===== config.mk =====
export PLATFORM = sky130hd
export DESIGN_NAME = b3sbh_fifo
export DESIGN_NICKNAME = d
export VERILOG_FILES = /design/src/sv/blake3_single_block_hash_macros.svh /design/src/sv/b3sbh_pkg.sv /design/src/sv/b3sbh_fifo.sv
export SDC_FILE = /design/constraint.sdc
export NUM_CORES = 1
export LEC_CHECK = 0
export ABC_AREA = 1
export BUFFER_PORTS_ARGS = -buffer_cell sky130_fd_sc_hd__clkbuf_2
export CORE_AREA = 5 5 465 467
export CTS_BUF_LIST = sky130_fd_sc_hd__clkbuf_4
export DETAILED_ROUTE_END_ITERATION = 8
export DIE_AREA = 0 0 470 472
export SYNTH_ARGS = -nofsm -noshare
export SYNTH_HDL_FRONTEND = slang
export SYNTH_SLANG_ARGS = --single-unit

===== constraint.sdc =====
create_clock -name clk -period 62.6 [get_ports clk]
set_clock_uncertainty 0.2 [all_clocks]
set_input_delay 12.52 -clock clk [delete_from_list [all_inputs] [get_ports clk]]
set_output_delay 12.52 -clock clk [all_outputs]
set_load 0.02 [all_outputs]

===== src/sv/blake3_single_block_hash_macros.svh =====
// Assertion macros shared by the hasher.
`ifndef BLAKE3_SINGLE_BLOCK_HASH_MACROS_SVH
`define BLAKE3_SINGLE_BLOCK_HASH_MACROS_SVH

// The condition must never hold at a clock edge outside reset.
`define B3SBH_ASSERT_NEVER(lbl, ck, rn, cond, msg) \
	lbl: assert property (@(posedge ck) disable iff (!rn) !(cond)) else $error(msg);

// The consequent must hold in the same cycle as the antecedent.
`define B3SBH_ASSERT_IMPLY(lbl, ck, rn, ante, cons, msg) \
	lbl: assert property (@(posedge ck) disable iff (!rn) (ante) |-> (cons)) else $error(msg);

// The consequent must hold in the cycle after the antecedent.
`define B3SBH_ASSERT_NEXT(lbl, ck, rn, ante, cons, msg) \
	lbl: assert property (@(posedge ck) disable iff (!rn) (ante) |=> (cons)) else $error(msg);

`endif


===== src/sv/b3sbh_pkg.sv =====
`default_nettype none

package b3sbh_pkg;

	typedef logic [31:0] word_t;

	// One input item: a message pair plus the fields used on the last item.
	typedef struct packed {
		logic [63:0] msg_pair;
		logic [6:0]  byte_len;
		logic [63:0] block_counter;
		logic [6:0]  out_len;
		logic        is_last;
	} in_item_t;

	// One result item: an output word of the hash.
	typedef struct packed {
		logic [63:0] out_word;
		logic [3:0]  out_bytes;
		logic        out_last;
	} out_item_t;

	// A complete block ready for compression.
	typedef struct packed {
		logic [15:0][31:0] msg;
		logic [63:0]       counter;
		logic [6:0]        len;
		logic [6:0]        olen;
	} job_t;

	// Queue status seen by both sides.
	typedef struct packed {
		logic full;
		logic empty;
	} fifo_stat_t;

	// Configuration seen by the compression engine.
	typedef struct packed {
		logic              keyed;
		logic [7:0][31:0]  key;
	} cfg_t;

	// Result of one mixing function.
	typedef struct packed {
		word_t a;
		word_t b;
		word_t c;
		word_t d;
	} g_out_t;

	// Configuration register indexes.
	localparam logic [2:0] CFG_KEY01 = 3'd0;
	localparam logic [2:0] CFG_KEY23 = 3'd1;
	localparam logic [2:0] CFG_KEY45 = 3'd2;
	localparam logic [2:0] CFG_KEY67 = 3'd3;
	localparam logic [2:0] CFG_KEYED = 3'd4;

	// Domain flags.
	localparam word_t FLAG_CHUNK_START = 32'h0000_0001;
	localparam word_t FLAG_CHUNK_END   = 32'h0000_0002;
	localparam word_t FLAG_ROOT        = 32'h0000_0008;
	localparam word_t FLAG_KEYED_HASH  = 32'h0000_0010;

	localparam logic [6:0] BLOCK_BYTES = 7'd64;

	localparam word_t BLK_IV [8] = '{
		32'h6A09E667, 32'hBB67AE85, 32'h3C6EF372, 32'hA54FF53A,
		32'h510E527F, 32'h9B05688C, 32'h1F83D9AB, 32'h5BE0CD19
	};

	localparam logic [3:0] MSG_PERM [16] = '{
		4'd2, 4'd6, 4'd3, 4'd10, 4'd7, 4'd0, 4'd4, 4'd13,
		4'd1, 4'd11, 4'd12, 4'd5, 4'd9, 4'd14, 4'd15, 4'd8
	};

	// The quarter-round mixing function.
	function automatic g_out_t blk_g(input word_t a, input word_t b, input word_t c,
		input word_t d, input word_t x, input word_t y);
		word_t ta, tb, tc, td;
		ta = a + b + x;
		td = d ^ ta;
		td = {td[15:0], td[31:16]};
		tc = c + td;
		tb = b ^ tc;
		tb = {tb[11:0], tb[31:12]};
		ta = ta + tb + y;
		td = td ^ ta;
		td = {td[7:0], td[31:8]};
		tc = tc + td;
		tb = tb ^ tc;
		tb = {tb[6:0], tb[31:7]};
		return '{a: ta, b: tb, c: tc, d: td};
	endfunction

endpackage

`default_nettype wire


===== src/sv/b3sbh_fifo.sv =====
`default_nettype none

module b3sbh_fifo import b3sbh_pkg::*; #(
	parameter int DEPTH = 2
) (
	input  wire        clk,
	input  wire        arst_n,
	input  wire        push,
	input  job_t       push_data,
	input  wire        pop,
	output job_t       pop_data,
	output fifo_stat_t fstat
);

	localparam int PTR_W = $clog2(DEPTH);
	localparam int CNT_W = $clog2(DEPTH + 1);

	job_t             mem_q [DEPTH];
	logic [PTR_W-1:0] wr_ptr_q;
	logic [PTR_W-1:0] rd_ptr_q;
	logic [CNT_W-1:0] count_q;

	assign fstat.full  = (count_q == CNT_W'(DEPTH));
	assign fstat.empty = (count_q == '0);
	assign pop_data    = mem_q[rd_ptr_q];

	// Pointers and fill count.
	always_ff @(posedge clk or negedge arst_n) begin
		if (!arst_n) begin
			wr_ptr_q <= '0;
			rd_ptr_q <= '0;
			count_q  <= '0;
		end else begin
			if (push) begin
				wr_ptr_q <= (wr_ptr_q == PTR_W'(DEPTH - 1)) ? '0 : wr_ptr_q + 1'b1;
			end
			if (pop) begin
				rd_ptr_q <= (rd_ptr_q == PTR_W'(DEPTH - 1)) ? '0 : rd_ptr_q + 1'b1;
			end
			case ({push, pop})
				2'b10:   count_q <= count_q + 1'b1;
				2'b01:   count_q <= count_q - 1'b1;
				default: count_q <= count_q;
			endcase
		end
	end

	// Block storage.
	always_ff @(posedge clk) begin
		if (push) begin
			mem_q[wr_ptr_q] <= push_data;
		end
	end

endmodule

`default_nettype wire


Yosys cells after proc, flatten, opt, wreduce, memory -nomap -nowiden
Memories as Yosys holds them, arrays and structs flattened.
Index checks and enable logic that the tools add are counted.
{"block": "totals", "reg_bits": 4, "mem_bits_rw": 1180, "input_bits": 594, "output_inout_bits": 592, "elab_cells": 18, "mem_count": 1}
{"memory": "mem_q", "depth": 2, "word_bits": 590, "read_ports": 1, "rd_ports_with_merged_regs": 0, "wr": 1, "line_no": "b3sbh_fifo.sv:18", "source": "job_t mem_q [DEPTH];"}
{"block": "op_classes", "n_addsub": 4, "eq_ne": 3, "n_mux": 5, "reduce_logical": 2}
{"op": "equality test 2 bit, second input constant", "n": 2}
{"op": "two-way mux 1 bit", "n": 4}
{"op": "one-hot mux 2 bit (2 select lines)", "n": 1}
{"op": "adder 1 bit, second input constant", "n": 2}
{"op": "adder 2 x 1 -> 2 bit, second input constant", "n": 1}
{"op": "equality test 2 x 1 -> 1 bit, second input constant", "n": 1}
{"op": "logical NOT 2 bit", "n": 1}
{"op": "nonzero test 2 bit", "n": 1}
{"op": "subtractor 2 x 1 -> 2 bit, second input constant", "n": 1}

Depth between registers and ports, before layout
Gate-level depths: netlist of the first run.
{"block": "depth", "depth_word": 2, "ltp_mapped": 7}

Worst setup path before layout of the first run
Ideal clock, no wire load.
{"block": "synth_timing", "path_type": "input-to-reg", "start": "input push", "end": "memory mem_q[0][0] in the netlist's numbering, enable pin", "arrival_time_ns": 37.259, "path_slack_ns": 23.565, "stages": 2, "path_buffers": 0, "cell_sequence": "inv_1 nor2_1"}
{"block": "synth_between", "elab_chain_cells": 2}
{"element": "start, declared", "line_no": "b3sbh_fifo.sv:8", "source": "input wire push,"}
{"element": "two-way mux 1 bit", "line_no": "b3sbh_fifo.sv:50", "source": "if (push) begin"}
{"element": "two-way mux 1 bit (implied by the code)", "line_no": "b3sbh_fifo.sv:51", "source": "mem_q[wr_ptr_q] <= push_data;"}
{"element": "end, declared", "line_no": "b3sbh_fifo.sv:18"}
Every way passes these cells.

==> flow_summary_export.csv, run 1 <==
group,metric,value,unit
cts,cts_resized,0,
sta,relSlewSlack,0.288,
power_and_ir_drop,power.density,48.1,nW/um^2
die,fp.coreArea,211000,sq um
synth,netlist_area,43800,sq um
setup_path,r2r-end,"mem_q[0][93]$_DFFE_PP_",
synth,ys_seq_elements,1184,
grt,met3_usage,0.100,
sta,tightest_slew,1060,ps
setup_path,r2r_slack,57870,ps
finish,multi_input_area,5260,sq um
route,ant_nets,0,
setup_path,cp.required,49880,ps
setup_path,critical_path.startpoint,"rd_ptr_q$_DFFE_PN0P_",
cts,ctsLongestPathBuffers,4,
synth,yosys.area.top_type_share,0.809,
grt,grt_max_degree,237,
finish,ff_latch_area,35500,sq um
setup_path,crit_path_end_kind,"output port",
cts,cts_made_buffers,337,
synth,ys_seq_area_frac,0.811,
sta,holdWs,299,ps
cts,worstSkewPairLatency,1200,ps
placement,dp_hpwl,130000,um
synth,yosys.area.top_type,"edfxtp_1",
route,dr.pass1.iters,5,
sta,setup_tns,0,ps
cts,htree_levels,5,
cts,tritoncts,"yes",
route,vias,29100,
cts,root_buffer,"clkbuf_4",
setup_path,reg2reg_depth,6,
setup_path,setup.worst_path.end,"pop_data[291]",
grt,use_met1,0.150,
finish,fin_cells,7591,
grt,grt_pass1_vias,29200,
setup_path,crit_fanout,128,
synth,yosysWarningCount,0,
cts,clk_pin_slew,50,ps
synth,synth.area.top_cells,"edfxtp_1, o21ai_0, inv_1, nand2_1, buf_2",
cts,cts_hold_buffers,0,
finish,num-nets-final,5124,
die,dieArea,222000,sq um
outcome,outcome,"complete, no violations",
finish,drive_above_1_share,0.361,
synth,ys_types,15,
setup_path,cp.arrival,5180,ps
sta,min_period,17900,ps
route,wl_per_cell,21.8,um
placement,place_inst,7011,
synth,synth_fp_nets,3700,
hold_path,hold_start,"count_q[1]$_DFFE_PN0P_",
route,drc,0,
synth,postSynthCellCount,3105,
power_and_ir_drop,leakage,23.9,nW
die,dieHeight,472,um
cts,cts.sinks,1184,
grt,grt-busiest-layer,"met2",
placement,gp_congestion,0.919,
hold_path,hp-class,"flip-flop to flip-flop",
die,io_pins,1186,
die,start_util,0.207,
synth,syn_area_per_cell,14.1,sq um
route,drt_iter0_drc,1832,
power_and_ir_drop,vdd_drop_max,0.0342,mV
power_and_ir_drop,power,2.73,mW
setup_path,startpoint_type,"flip-flop",
sta,finalMaxSlewViolations,0,
die,die_w,470,um
route,routed_wl,166000,um
grt,use_met2,0.223,
grt,grt_pass1_wl,222000,um
cts,cts_setup_buffers,0,
sta,setup_violations,0,
grt,grt-ovfl-total,0,
sta,hold_viol,0,
sta,fin_crit_sh,0.286,
finish,fillers,22000,
die,rows,169,
route,viasPerCell,3.83,
finish,syn2layout_area_growth,29.6,%
setup_path,regToRegStartpoint,"wr_ptr_q$_DFFE_PN0P_",
grt,grt_antenna_before_repair,155,
grt,grt_use_total,0.144,
sta,rsz0062_at_grt,"false",
setup_path,path_class,"flip-flop to output port",
run,cap_violations,0,
sta,clock.fmax,55.9,MHz
placement,portBuffers,1185,
==> worst max-delay path, stage by stage (launching register included) <==
cell and delay [ps]:
dfrtp_4 940, buf_4 730, buf_4 750, buf_4 870, o21ai_0 260, clkbuf_2 210
==> per-stage QoR <==
stage	utilization	cell area (sq um)	worst slack, ps
after floorplan	-	43800	23560
after global placement	0.250	52700	45490
after detailed placement	0.250	52700	45430
after CTS	0.268	56700	44360
after global routing	0.268	56700	43980
final	0.269	56800	44700
==> final cells by class <==
class,instances,share of cell area
sequential,1184,0.626
timing repair buffer,1216,0.109
multi-input combinational,1194,0.0925
tap,2821,0.0622
clock buffer,468,0.0619
inverter,596,0.0395
clock inverter,75,0.00765
antenna,37,0.00163
==> logic make-up (layout without fill, tap and decap cells) <==
logic type      count (synthesis)  count (layout)  share of synthesized area
fa+ha+maj                       1               1                   0.000286
xor+xnor                        3               3                   0.000600
flops                        1184            1184                      0.811
other cells                     0              37                          0
buf+inv                       727            2355                     0.0692
compound gates                590             590                     0.0674
simple gates                  600             600                     0.0515
==> how the worst min path moves through the flow <==
stage | cells past startpoint | slack, ps | end
final | 2 | 300 | count_q[1]$_DFFE_PN0P_
after global placement | 2 | 280 | count_q[1]$_DFFE_PN0P_
after detailed placement | 2 | 280 | count_q[1]$_DFFE_PN0P_
after floorplan | 2 | 260 | count_q[1]$_DFFE_PN0P_
after CTS | 2 | 300 | count_q[1]$_DFFE_PN0P_
after global routing | 2 | 340 | count_q[1]$_DFFE_PN0P_
==> sequential cells by signal, summed over array words and instances (netlist names) <==
name,flops
count_q,2
mem_q,1180
rd_ptr_q,1
wr_ptr_q,1
==> layout by cell type, fill, tap and decap left out, drive strengths merged <==
| cell | count |
|---|---|
| clkinv | 64 |
| nand2 | 595 |
| diode | 37 |
| xnor2 | 1 |
| buf | 31 |
| clkbuf | 1653 |
| nand3 | 1 |
| dfrtp | 4 |
| nand4 | 1 |
| o21ai | 590 |
| ha | 1 |
| inv | 601 |
| xor2 | 2 |
| nor2 | 3 |
| edfxtp | 1180 |
| bufinv | 5 |
| clkinvlp | 1 |
==> Yosys cell counts <==
cell type / number
nor2_1: 3
xor2_1: 2
buf_2: 95
xnor2_1: 1
buf_6: 22
nand4_1: 1
ha_1: 1
dfrtp_1: 4
clkbuf_1: 9
nand3_1: 1
inv_1: 596
buf_4: 5
o21ai_0: 590
edfxtp_1: 1180
nand2_1: 595
==> layer usage <==
layer / wire length (um) / share of wire
met3: 26300 / 0.16
met5: 761 / 0.0046
met1: 58300 / 0.35
met4: 7030 / 0.042
met2: 73200 / 0.44
==> report_power, final <==
| part | internal (mW) | switching [mW] | total, mW |
|---|---|---|---|
| Clock | 0.361 | 0.319 | 0.680 |
| Sequential | 1.05 | 0.0396 | 1.09 |
| Combinational | 0.218 | 0.739 | 0.957 |
(Power assumes the default switching activity.)
==> run 2: changes to the inputs <==
Clock period 62.6 ns to 15.1 ns, I/O delays scaled along.
==> flow_summary_export.csv, run 2 (same netlist as run 1, synthesis figures left out) <==
group,metric,value,unit
sta,relSlewSlack,0.191,
grt,grt_pass1_wl,229000,um
power_and_ir_drop,p_clk_frac,0.254,
placement,dp_hpwl,136000,um
grt,grt_max_degree,245,
sta,hold_viol,0,
sta,clock.fmax,122,MHz
finish,syn2layout_area_growth,30.0,%
cts,ctsLongestPathBuffers,4,
sta,setup_tns,0,ps
outcome,outcome,"complete, no violations",
hold_path,worstHoldEndpoint,"count_q[1]$_DFFE_PN0P_",
cts,root_buffer,"clkbuf_4",
hold_path,hold_start,"count_q[1]$_DFFE_PN0P_",
power_and_ir_drop,p_seq_frac,0.401,
route,wl_per_cell,22.7,um
sta,holdWs,307,ps
die,dieArea,222000,sq um
cts,tritoncts,"yes",
hold_path,hp-class,"flip-flop to flip-flop",
cts,worstSkewPairLatency,1280,ps
sta,setup_violations,0,
cts,cts_hold_buffers,0,
die,start_util,0.207,
placement,dpl_worst_slack,7930,ps
power_and_ir_drop,comb_power_share,0.346,
cts,clk_pin_slew,60,ps
route,viasPerCell,3.87,
power_and_ir_drop,switching_share,0.398,
setup_path,path_class,"flip-flop to output port",
grt,grt-ovfl-total,0,
sta,min_period,8220,ps
setup_path,startpoint_type,"flip-flop",
setup_path,crit_path_end_kind,"output port",
hold_path,hold_path_depth,2,
finish,top_regs,"mem_q x1180, count_q x2",
finish,drive_above_1_share,0.361,
die,io_pins,1186,
sta,finalMaxSlewViolations,0,
route,dr.pass1.iters,5,
sta,rsz0062_at_grt,"false",
sta,fin_crit_sh,0.544,
finish,final_common_cell,"clkbuf_2",
die,dieHeight,472,um
setup_path,cp.arrival,5000,ps
die,rows,169,
cts,htree_levels,5,
route,drt_iter0_drc,2207,
setup_path,crit_fanout,200,
setup_path,r2r_slack,10880,ps
placement,gp_congestion,0.902,
sta,tightest_slew,1210,ps
die,die_w,470,um
setup_path,cp.required,11880,ps
power_and_ir_drop,power.density,199,nW/um^2
finish,regMostFlops,"mem_q",
grt,grt_pass1_vias,28800,
route,ant_nets,0,
route,drc,0,
power_and_ir_drop,p_int,6.83,mW
finish,largest_reg_flops,1180,
finish,final_cell_mix,"clkbuf_2, edfxtp_1, inv_1, nand2_1, o21ai_0",
power_and_ir_drop,vdd_drop_max,0.155,mV
cts,cts_made_buffers,336,
cts,cts_setup_buffers,0,
power_and_ir_drop,power,11.3,mW
setup_path,r2r-end,"mem_q[0][310]$_DFFE_PP_",
grt,grt_antenna_before_repair,193,
power_and_ir_drop,p_switching,4.51,mW
finish,num-nets-final,5115,
run,cap_violations,0,
route,routed_wl,173000,um
cts,cts_resized,0,
route,vias,29400,
power_and_ir_drop,leakage,24.0,nW
cts,cts.sinks,1184,
die,fp.coreArea,211000,sq um
setup_path,regToRegStartpoint,"wr_ptr_q$_DFFE_PN0P_",
sta,worst_slack,6880,ps
grt,grt_use_total,0.150,
setup_path,reg2reg_depth,4,
placement,portBuffers,1185,
run 2: cell count changes in the layout (fill, tap and decap cells not counted), moves of 2 or more:
cell       change
clkinv_2       +3
diode_2       +10
buf_4         -16
clkinv_1       +4
buf_12         +8
inv_2          +2
bufinv_16      +2
clkbuf_4       +5
run 2: cell type report:
cell class / instances / area [sq um]
Fill cell: 21900 / 154000
Sequential cell: 1184 / 35500
Timing Repair Buffer: 1208 / 6220
Multi-Input combinational cell: 1194 / 5260
Clock buffer: 473 / 3550
Tap cell: 2821 / 3530
Inverter: 596 / 2240
Clock inverter: 84 / 515
Antenna cell: 47 / 118
run 2: worst max-delay path by stage:
stage                         endpoint                 start  slack [ps]  cells past startpoint
3_3_place_gp   mem_q[0][112]$_DFFE_PP_                  push        7900                      6
6_report                 pop_data[429]  rd_ptr_q$_DFFE_PN0P_        6880                      6
5_1_grt                  pop_data[364]  rd_ptr_q$_DFFE_PN0P_        6330                      6
3_5_place_dp   mem_q[0][115]$_DFFE_PP_                  push        7930                      6
2_1_floorplan    mem_q[1][0]$_DFFE_PP_                  push        2540                      2
4_1_cts                  pop_data[429]  rd_ptr_q$_DFFE_PN0P_        6640                      6
run 2: critical path, stage by stage, from the launching register on:
cell and delay (ps):
dfrtp_4 1080, buf_4 710, buf_12 470, buf_4 610
nand2_1 100, o21ai_0 130, clkbuf_2 210
run 2: power groups by stage:
stage	combinational [mW]	clock, mW	sequential (mW)
3_5_place_dp	4.04	0	4.61
5_1_grt	4.24	3.21	4.59
3_3_place_gp	4.02	0	4.60
6_report	3.92	2.88	4.54
4_1_cts	4.04	3.02	4.55
2_1_floorplan	2.34	0	4.78
run 2: per-stage QoR:
stage | utilization | cells | area [sq um]
final | 0.270 | 7607 | 57000
after detailed placement | 0.250 | 7003 | 52800
after global placement | 0.250 | 7003 | 52800
after global routing | 0.269 | 7575 | 56900
after CTS | 0.269 | 7560 | 56800
after floorplan | - | 3105 | 43800
run 2: routing by layer:
layer / routed length [um] / track usage
met5: 688 / 0
met1: 60200 / 0.158
met4: 6350 / 0.0515
met3: 25200 / 0.0929
met2: 80400 / 0.245
